`config.mk`:
```
export PLATFORM = sky130hd
export DESIGN_NAME = periodic_event_slot_scheduler_flat
export DESIGN_NICKNAME = d
export VERILOG_FILES = /design/src/rtl/core/pess_pkg.sv /design/src/rtl/core/pess_stream_if.sv /design/src/rtl/core/periodic_event_slot_scheduler.sv /design/src/flat_wrapper.sv
export SDC_FILE = /design/constraint.sdc
export NUM_CORES = 2
export LEC_CHECK = 0
export ABC_CLOCK_PERIOD_IN_PS = 15300
export BUFFER_PORTS_ARGS = -buffer_cell sky130_fd_sc_hd__buf_4
export CAP_MARGIN = 20
export CORE_MARGIN = 2
export CORE_UTILIZATION = 30
export DETAILED_ROUTE_END_ITERATION = 8
export SKIP_CTS_REPAIR_TIMING = 1
export SLEW_MARGIN = 20
export SYNTH_ARGS = -nofsm -noshare
export SYNTH_HDL_FRONTEND = slang
export SYNTH_SLANG_ARGS = --single-unit
```
`constraint.sdc`:
```
create_clock -name clk -period 15.3 [get_ports clk]
set_clock_uncertainty 0.05 [all_clocks]
set_input_delay 2.295 -clock clk [delete_from_list [all_inputs] [get_ports clk]]
set_output_delay 2.295 -clock clk [all_outputs]
set_load 0.02 [all_outputs]
```
`src/rtl/core/pess_pkg.sv`:
```
// Shared types and command codes for the periodic event slot scheduler.
package pess_pkg;
  localparam int CmdW = 3;
  localparam logic [CmdW-1:0] CMD_TICK   = 3'd0;
  localparam logic [CmdW-1:0] CMD_ADD    = 3'd1;
  localparam logic [CmdW-1:0] CMD_RESET  = 3'd2;
  localparam logic [CmdW-1:0] CMD_CLEAR  = 3'd3;
  localparam logic [CmdW-1:0] CMD_ADJUST = 3'd4;

  typedef struct packed {
    logic [CmdW-1:0] cmd;
    logic [31:0]     time_now;
    logic [31:0]     old_time;
    logic [31:0]     period_ticks;
    logic [15:0]     repeat_limit;
  } in_item_t;

  typedef struct packed {
    logic [7:0] fired_mask;
    logic [7:0] finished_mask;
    logic [2:0] slot_index;
    logic       no_free_slot;
  } out_item_t;
endpackage

```
`src/rtl/core/pess_stream_if.sv`:
```
// Valid/ready channel interfaces for input beats, result beats and configuration.
interface pess_in_if;
  import pess_pkg::*;
  logic     valid;
  logic     ready;
  in_item_t data;
  modport source (output valid, output data, input ready);
  modport sink (input valid, input data, output ready);
endinterface

interface pess_out_if;
  import pess_pkg::*;
  logic      valid;
  logic      ready;
  out_item_t data;
  modport source (output valid, output data, input ready);
  modport sink (input valid, input data, output ready);
endinterface

interface pess_cfg_if;
  logic valid;
  logic ready;
  logic data;
  modport source (output valid, output data, input ready);
  modport sink (input valid, input data, output ready);
endinterface

```
`src/rtl/core/periodic_event_slot_scheduler.sv`:
```
// Top level of the periodic event slot scheduler.
// Operation: a tick walks the slots one a cycle; a due slot with nonzero last time
//   and period stops the walk for a 32-step restoring divide (one quotient bit a
//   cycle), then a multiply-and-add state and an update state. Other commands
//   walk the slots one a cycle; the result is then held until it is taken.
// One item at a time; ready only while idle. Reset: rst_n synchronous active low.
module periodic_event_slot_scheduler #(
  parameter int NUM_SLOTS = 8
) (
  input logic clk,
  input logic rst_n,
  pess_in_if.sink    in_ch,
  pess_out_if.source out_ch,
  pess_cfg_if.sink   cfg_ch
);
  import pess_pkg::*;

  localparam int SW = (NUM_SLOTS > 1) ? $clog2(NUM_SLOTS) : 1;
  localparam int CW = ($clog2(NUM_SLOTS + 1) > 3) ? $clog2(NUM_SLOTS + 1) : 3;
  localparam int MW = (NUM_SLOTS > 8) ? 8 : NUM_SLOTS;

  localparam logic [2:0] S_IDLE = 3'd0;
  localparam logic [2:0] S_SCAN = 3'd1;
  localparam logic [2:0] S_DIV  = 3'd2;
  localparam logic [2:0] S_MUL  = 3'd3;
  localparam logic [2:0] S_UPD  = 3'd4;
  localparam logic [2:0] S_OUT  = 3'd5;

  logic [2:0]  state_r;
  in_item_t    item_r;
  logic        one_fire_r;
  logic [CW-1:0] idx_r;
  logic [NUM_SLOTS-1:0] act_r;
  logic [31:0] per_r [NUM_SLOTS];
  logic [31:0] last_r [NUM_SLOTS];
  logic [15:0] lim_r [NUM_SLOTS];
  logic [15:0] cnt_r [NUM_SLOTS];
  logic [7:0]  fired_r, fin_r;
  logic [2:0]  sidx_r;
  logic        full_r, found_r, stop_r;
  // divider state: dividend shifts out, remainder builds up
  logic [31:0] dvd_r, dvs_r, quo_r;
  logic [31:0] rem_r;
  logic [5:0]  dcnt_r;
  logic [31:0] newlast_r;

  logic [SW-1:0] si;
  assign si = idx_r[SW-1:0];

  logic [31:0] cur_last, cur_per, due_diff, f_val;
  assign cur_last = last_r[si];
  assign cur_per  = per_r[si];
  assign due_diff = item_r.time_now - (cur_last + cur_per);
  assign f_val    = due_diff;

  logic [32:0] rem_sh, rem_sub;
  assign rem_sh  = {rem_r, dvd_r[31]};
  assign rem_sub = rem_sh - {1'b0, dvs_r};

  // Period count: small period n = quo+1; for period >= 2^31 the divide already
  // gives ceil((2^31 - f)/q), so n = quo. Only the low word of n*period matters.
  logic [31:0] mul_n, mul_lo;
  assign mul_n  = cur_per[31] ? quo_r : quo_r + 32'd1;
  assign mul_lo = mul_n * cur_per;

  logic [15:0] cnt_inc;
  assign cnt_inc = cnt_r[si] + 16'd1;

  logic [7:0] bit_sel;
  assign bit_sel = (idx_r < CW'(MW)) ? (8'd1 << idx_r[2:0]) : 8'd0;

  logic tick_hit;
  assign tick_hit = (item_r.cmd == CMD_TICK) && !stop_r && act_r[si] && !due_diff[31];

  assign in_ch.ready  = (state_r == S_IDLE);
  assign cfg_ch.ready = 1'b1;
  assign out_ch.valid = (state_r == S_OUT);
  assign out_ch.data  = '{fired_mask: fired_r, finished_mask: fin_r,
                          slot_index: sidx_r, no_free_slot: full_r};

  logic last_slot;
  assign last_slot = (idx_r == CW'(NUM_SLOTS - 1));

  always_ff @(posedge clk) begin
    if (!rst_n) begin
      state_r <= S_IDLE;
      act_r <= '0;
      one_fire_r <= 1'b0;
      idx_r <= '0;
    end else begin
      if (cfg_ch.valid) one_fire_r <= cfg_ch.data;
      case (state_r)
        S_IDLE: begin
          if (in_ch.valid) begin
            item_r <= in_ch.data;
            idx_r <= '0;
            fired_r <= '0; fin_r <= '0; sidx_r <= '0;
            full_r <= (in_ch.data.cmd == CMD_ADD);
            found_r <= 1'b0; stop_r <= 1'b0;
            state_r <= S_SCAN;
          end
        end
        S_SCAN: begin
          // one slot per cycle; a firing slot holds the index until it is updated
          if (tick_hit) begin
            if (cur_last == 32'd0 || cur_per == 32'd0) begin
              newlast_r <= item_r.time_now;
              state_r <= S_UPD;
            end else begin
              if (!cur_per[31]) begin
                dvd_r <= f_val; dvs_r <= cur_per;
              end else begin
                dvd_r <= 32'h8000_0000 - f_val + (32'd0 - cur_per) - 32'd1;
                dvs_r <= 32'd0 - cur_per;
              end
              rem_r <= '0; quo_r <= '0; dcnt_r <= 6'd32;
              state_r <= S_DIV;
            end
          end else begin
            state_r <= last_slot ? S_OUT : S_SCAN;
            idx_r <= idx_r + CW'(1);
          end
          case (item_r.cmd)
            CMD_ADD: begin
              if (!found_r && !act_r[si]) begin
                found_r <= 1'b1; full_r <= 1'b0;
                act_r[si] <= 1'b1;
                per_r[si] <= item_r.period_ticks;
                lim_r[si] <= item_r.repeat_limit;
                last_r[si] <= item_r.time_now;
                cnt_r[si] <= '0;
                sidx_r <= idx_r[2:0];
              end
            end
            CMD_RESET: if (act_r[si]) last_r[si] <= item_r.time_now;
            CMD_CLEAR: act_r[si] <= 1'b0;
            CMD_ADJUST: begin
              if (act_r[si]) begin
                if (item_r.old_time == 32'd0 || cur_last == 32'd0)
                  last_r[si] <= item_r.time_now;
                else
                  last_r[si] <= cur_last + (item_r.time_now - item_r.old_time);
              end
            end
            default: ;
          endcase
        end
        S_DIV: begin
          if (rem_sub[32]) begin
            rem_r <= rem_sh[31:0]; quo_r <= {quo_r[30:0], 1'b0};
          end else begin
            rem_r <= rem_sub[31:0]; quo_r <= {quo_r[30:0], 1'b1};
          end
          dvd_r <= {dvd_r[30:0], 1'b0};
          dcnt_r <= dcnt_r - 6'd1;
          if (dcnt_r == 6'd1) state_r <= S_MUL;
        end
        S_MUL: begin
          // last + n*per, modulo 2^32
          newlast_r <= cur_last + mul_lo;
          state_r <= S_UPD;
        end
        S_UPD: begin
          last_r[si] <= newlast_r;
          fired_r <= fired_r | bit_sel;
          if (lim_r[si] != 16'd0) begin
            cnt_r[si] <= cnt_inc;
            if (cnt_inc >= lim_r[si]) begin
              act_r[si] <= 1'b0;
              fin_r <= fin_r | bit_sel;
            end
          end
          if (one_fire_r) stop_r <= 1'b1;
          idx_r <= idx_r + CW'(1);
          state_r <= last_slot ? S_OUT : S_SCAN;
        end
        S_OUT: if (out_ch.ready) state_r <= S_IDLE;
        default: state_r <= S_IDLE;
      endcase
    end
  end

  a_ready_idle: assert property (@(posedge clk) disable iff (!rst_n)
    in_ch.ready |-> !out_ch.valid) else $error("ready while result pending");
  a_out_hold: assert property (@(posedge clk) disable iff (!rst_n)
    out_ch.valid && !out_ch.ready |=> out_ch.valid) else $error("result dropped");
  a_idx_range: assert property (@(posedge clk) disable iff (!rst_n)
    state_r == S_SCAN |-> idx_r < CW'(NUM_SLOTS)) else $error("slot index overrun");
endmodule

```
`src/flat_wrapper.sv`:
```
// flat-port wrapper written by rule: the top's interface ports become plain ports
module periodic_event_slot_scheduler_flat import pess_pkg::*;
#(
  parameter int NUM_SLOTS = 8
)
  (clk, rst_n, in_ch_valid, in_ch_data, in_ch_ready, out_ch_valid, out_ch_data, out_ch_ready, cfg_ch_valid, cfg_ch_data, cfg_ch_ready);
  pess_in_if in_ch_i ();
  pess_out_if out_ch_i ();
  pess_cfg_if cfg_ch_i ();
  input logic clk;
  input logic rst_n;
  input wire logic [$bits(in_ch_i.valid)-1:0] in_ch_valid;
  input wire logic [$bits(in_ch_i.data)-1:0] in_ch_data;
  output wire logic [$bits(in_ch_i.ready)-1:0] in_ch_ready;
  output wire logic [$bits(out_ch_i.valid)-1:0] out_ch_valid;
  output wire logic [$bits(out_ch_i.data)-1:0] out_ch_data;
  input wire logic [$bits(out_ch_i.ready)-1:0] out_ch_ready;
  input wire logic [$bits(cfg_ch_i.valid)-1:0] cfg_ch_valid;
  input wire logic [$bits(cfg_ch_i.data)-1:0] cfg_ch_data;
  output wire logic [$bits(cfg_ch_i.ready)-1:0] cfg_ch_ready;
  assign in_ch_i.valid = in_ch_valid;
  assign in_ch_i.data = in_ch_data;
  assign in_ch_ready = in_ch_i.ready;
  assign out_ch_valid = out_ch_i.valid;
  assign out_ch_data = out_ch_i.data;
  assign out_ch_i.ready = out_ch_ready;
  assign cfg_ch_i.valid = cfg_ch_valid;
  assign cfg_ch_i.data = cfg_ch_data;
  assign cfg_ch_ready = cfg_ch_i.ready;
  periodic_event_slot_scheduler #(.NUM_SLOTS(NUM_SLOTS)) u_core (.clk(clk), .rst_n(rst_n), .in_ch(in_ch_i), .out_ch(out_ch_i), .cfg_ch(cfg_ch_i));
endmodule
```
* Yosys cells after proc, flatten, opt, wreduce, memory -nomap -nowiden
Memories as Yosys holds them, arrays and structs flattened. A register that Yosys moved wholly into a read port is not among the register bits.
Cells that the tools add are included.
** Word-level totals
- Output and inout port bits :: 23
- Bits in writable memories :: 768
- Bits of input ports :: 121
- Register bits after elaboration :: 319
- Memories :: 4
** Cells by class
- Shifts and indexed selects :: 1
- Muxes and demuxes :: 99
- Add/subtract/negate cells :: 14
- $mul :: 1
- Order comparisons :: 4
- Reductions and logical operators :: 34
- Equality and inequality tests :: 26
- Bitwise gates (word level) :: 11
** Memory list
- u_core.last_r :: words 8, width 32, rd ports 1, clocked after memory_dff 1, write ports 1, RTL line periodic_event_slot_scheduler.sv:35 : logic [31:0] last_r [NUM_SLOTS];
- u_core.per_r :: words 8, width 32, rd ports 1, clocked after memory_dff 1, write ports 1, RTL line periodic_event_slot_scheduler.sv:34 : logic [31:0] per_r [NUM_SLOTS];
- u_core.cnt_r :: words 8, width 16, rd ports 1, clocked after memory_dff 1, write ports 1, RTL line periodic_event_slot_scheduler.sv:37 : logic [15:0] cnt_r [NUM_SLOTS];
- u_core.lim_r :: words 8, width 16, rd ports 1, clocked after memory_dff 1, write ports 1, RTL line periodic_event_slot_scheduler.sv:36 : logic [15:0] lim_r [NUM_SLOTS];
** Operators by type and width (count)
- 32-bit 2-to-1 mux :: 13
- 32-bit one-hot mux with 2 select lines :: 4
- 32-bit adder :: 4
- 32-bit logical NOT :: 3
- 8-bit one-hot mux with 2 select lines :: 4
- 32-bit subtractor :: 2
- 8-bit 2-to-1 mux :: 7
- 3-bit 2-to-1 mux :: 17
- 1-bit 2-to-1 mux :: 39
- 33-bit by 32-bit subtractor with 33-bit output :: 1
- 32-bit by 1-bit adder with 32-bit output (second input constant) :: 1
- 32-bit by 32-bit multiplier with 32-bit output :: 1
- 1-bit by 32-bit subtractor with 32-bit output (first input constant) :: 1
- 32-bit by 1-bit subtractor with 32-bit output (second input constant) :: 1
- 32-bit subtractor (first input constant) :: 1
- 31-bit 2-to-1 mux :: 1
- 8-bit OR :: 3
- 2-bit by 1-bit != test with 1-bit output (second input constant) :: 9
- 3-bit one-hot mux with 6 select lines :: 1
- 16-bit by 1-bit adder with 16-bit output (second input constant) :: 1
- 16-bit greater-or-equal comparator :: 1
- 16-bit 2-to-1 mux :: 1
- 4-bit AND reduction :: 4
- 16-bit nonzero test :: 1
- 33 further kinds :: 69

* Longest topological paths before layout
- Word-level depth :: 13
- Gate-level depth with buffers :: 39

* Worst setup path after synthesis
Ideal clock, no wire load.
- Path type :: reg2reg
- Start point :: register with a tool-made name
- End point :: register u_core.dcnt_r[0] (enable)
- Clock period less this slack :: 11.045 ns
- Setup slack :: 4.255 ns
- Cell stages (with the launch flop) :: 24
- Arrival time :: 10.399 ns
- Path through :: dfxtp_1 buf_2 buf_4 buf_4 buf_4 buf_2 buf_2 buf_2 buf_2 mux2i_1 fa_1 ha_1 o21a_1 o21a_1 o21ai_1 inv_1 o32ai_1 a21oi_1 or3_1 a31oi_1 o21ai_0 mux2i_1 and2_0 a21oi_1
** RTL lines
- to (signal assigned) :: RTL line periodic_event_slot_scheduler.sv:155 : dcnt_r <= dcnt_r - 6'd1;
- to (decl) :: RTL line periodic_event_slot_scheduler.sv:44 : logic [5:0] dcnt_r;

==> out/results.ini <==
[sta]
rsz0062_at_grt = false
min_period_over_period_pct = 69.0
period_needed_ps = 10550
slew_headroom_pct = 22.3
hold_viol_final = 0
slew_viol_final = 0
fmax_ghz = 0.0948
tightest_slew_ps = 1160
fin_setup_tns_ps = 0
setup_viol = 0

[drt]
wl_per_cell_um = 21.3
drt_iter0_drc = 3688
route.detailed.drc = 0
wl_um = 183000
final_antenna_net_count = 0
avgViaCountPerCell = 4.93
firstDrtPassIters = 6
vias = 42500

[floorplanning]
initial_core_util_pct = 30.1
core_mm2 = 0.227
io_pins = 144
fp.dieArea_mm2 = 0.232
die_h_um = 482
num_rows = 175
fp.dieW_um = 482

[logic_synthesis]
avgSynthCellArea_um2 = 12.8
synthFlopType = edfxtp_1
ys_types = 91
yosys_warnings = 0
syn_inst = 5338
ys_seq_area_share_pct = 47.6
syn_nets = 6271
synth_edf_count = 1071
syn_area_mm2 = 0.0684
async_flop_share_pct = 0
synth_seq_cells = 1090

[setup_path]
cp-endpoint = u_core.newlast_r[31]$_DFFE_PP_
rrSetupSlack_ps = 4750
worstSetupPathType = reg -> reg
crit_slowest_cell = xor2_2
cp_max_fo = 74
r2r_end = u_core.newlast_r[31]$_DFFE_PP_
cp-end-kind = flip-flop
critPathMostFrequentCell = fa_1
startpoint_type = flip-flop
reg2regPathDepth = 30
arrival_ps = 11000
crit_required_ps = 15750
crit_path_max_incr_delay_ps = 860

[cts]
clkSinkCount = 1090
path_clk_slew_ps = 70
numCtsBuffers = 112
cts_max_level = 3
clockRootBuffer = clkbuf_16
clk_latency_ps = 780
cts_tree = built
clock_path_buffers = 3

[global_routing]
track_usage_pct = 15.8
grt_pass1_wl_um = 277000
grt_overflow = 0
grt_max_degree = 119
antenna_found_initial = 8
grt_pass1_vias = 43900

[cells_and_area]
fillers = 22100
layout_common_cells = edfxtp_1, inv_1, nor2_1
drive_gt1_share_pct = 14.0
nNetsFinal = 6448
final_common_cell = edfxtp_1
syn_to_final_growth_pct = 13.1

[placement]
dp_hpwl_um = 132000
gp_congestion = 0.908
port_buffers = 142

[job]
cap_violations = 0

[outcome]
status = finished clean

[min_path]
hold_path.class = reg -> reg

==> Yosys cell counts, drive strengths merged, types with 25 or more instances <==
cell type / n / area [um^2]
a21o: 90 / 676
or2: 50 / 313
clkbuf: 130 / 488
o21ai: 148 / 744
nand2b: 64 / 400
nor2: 636 / 2430
buf: 78 / 474
mux4: 188 / 4230
o21a: 26 / 195
and3: 49 / 307
ha: 310 / 3880
fa: 502 / 10000
inv: 662 / 2480
xnor2: 208 / 1870
mux2i: 142 / 1440
a21oi: 148 / 741
nor3: 29 / 161
nand3: 49 / 260
nor2b: 32 / 200
edfxtp: 1071 / 32200
a211oi: 25 / 188
xor2: 108 / 961
nand2: 288 / 1110
nand4: 30 / 194
==> routing by layer <==
metal	global-route usage, %	share of wire (%)
met5	0	0.015
met4	6.26	4.3
met3	2.35	6.1
met2	25.9	48
met1	21.0	42
==> cell families after synthesis <==
family	Yosys count	synth area share, %
AO/OA/AOI/OAI	571	5.32
XOR/XNOR	318	4.20
adder cells (fa/ha/maj)	812	20.4
buffers and inverters	874	5.06
flip-flops	1090	47.6
multiplexers	353	8.68
other	1	0.00548
AND/OR/NAND/NOR	1319	8.80
==> layout make-up <==
type / instances / area (um^2) / share of cell area [%]
multi-input cells: 3374 / 32800 / 42.5
flip-flops and latches: 1090 / 32600 / 42.1
well taps: 3009 / 3760 / 4.87
clock buffers: 133 / 2900 / 3.75
inverters: 666 / 2500 / 3.23
repair buffers: 271 / 2060 / 2.66
clock inverters: 73 / 724 / 0.937
diodes: 2 / 5.00 / 0.00647
==> how the worst min path moves through the flow <==
stage / start / end / slack, ps / depth (start not counted)
4_1_cts: u_core.dvd_r[20]$_DFFE_PP_ / u_core.dvd_r[21]$_DFFE_PP_ / 470 / 2
3_3_place_gp: u_core.dvd_r[20]$_DFFE_PP_ / u_core.dvd_r[21]$_DFFE_PP_ / 450 / 2
2_1_floorplan: u_core.one_fire_r$_SDFFE_PN0P_ / u_core.one_fire_r$_SDFFE_PN0P_ / 410 / 2
6_report: u_core.dvd_r[20]$_DFFE_PP_ / u_core.dvd_r[21]$_DFFE_PP_ / 470 / 2
3_5_place_dp: u_core.dvd_r[20]$_DFFE_PP_ / u_core.dvd_r[21]$_DFFE_PP_ / 460 / 2
5_1_grt: u_core.dvd_r[20]$_DFFE_PP_ / u_core.dvd_r[21]$_DFFE_PP_ / 490 / 2
==> sequential cells by signal (all words and copies together) (netlist names), 3 cells and up, named ones only <==
| name | count |
|---|---|
| u_core.last_r | 256 |
| u_core.per_r | 256 |
| u_core.cnt_r | 128 |
| u_core.lim_r | 128 |
| u_core.item_r | 115 |
| u_core.dvd_r | 32 |
| u_core.dvs_r | 32 |
| u_core.newlast_r | 32 |
| u_core.quo_r | 32 |
| u_core.rem_r | 32 |
| u_core.fin_r | 8 |
| u_core.fired_r | 8 |
| u_core.dcnt_r | 6 |
| u_core.idx_r | 4 |
| u_core.sidx_r | 3 |
| u_core.state_r | 3 |
==> stage by stage <==
stage | setup slack (ps) | hold WS (ps) | util (%) | cells | area (um^2)
finish | 4750 | 467 | 34.1 | 8618 | 77300
floorplan | 4250 | 410 | - | 5338 | 68400
detailed placement | 4710 | 459 | 32.5 | 8409 | 73700
global route | 4150 | 489 | 34.1 | 8617 | 77300
CTS | 4700 | 475 | 34.1 | 8615 | 77300
global placement | 4660 | 452 | 32.4 | 8408 | 73700
==> worst max-delay path, delay by kind of cell, from the launching register on <==
kind	cells	cell delay, ps
mux	2	590
xor+xnor	2	990
buf+inv	7	1100
compound gates	7	1760
fa+ha+maj	9	4350
flops	1	840
simple gates	3	540
Power is left out: the tool's default activity adds up to more than one toggle a clock period on the data nets, which glitch-free logic cannot reach.
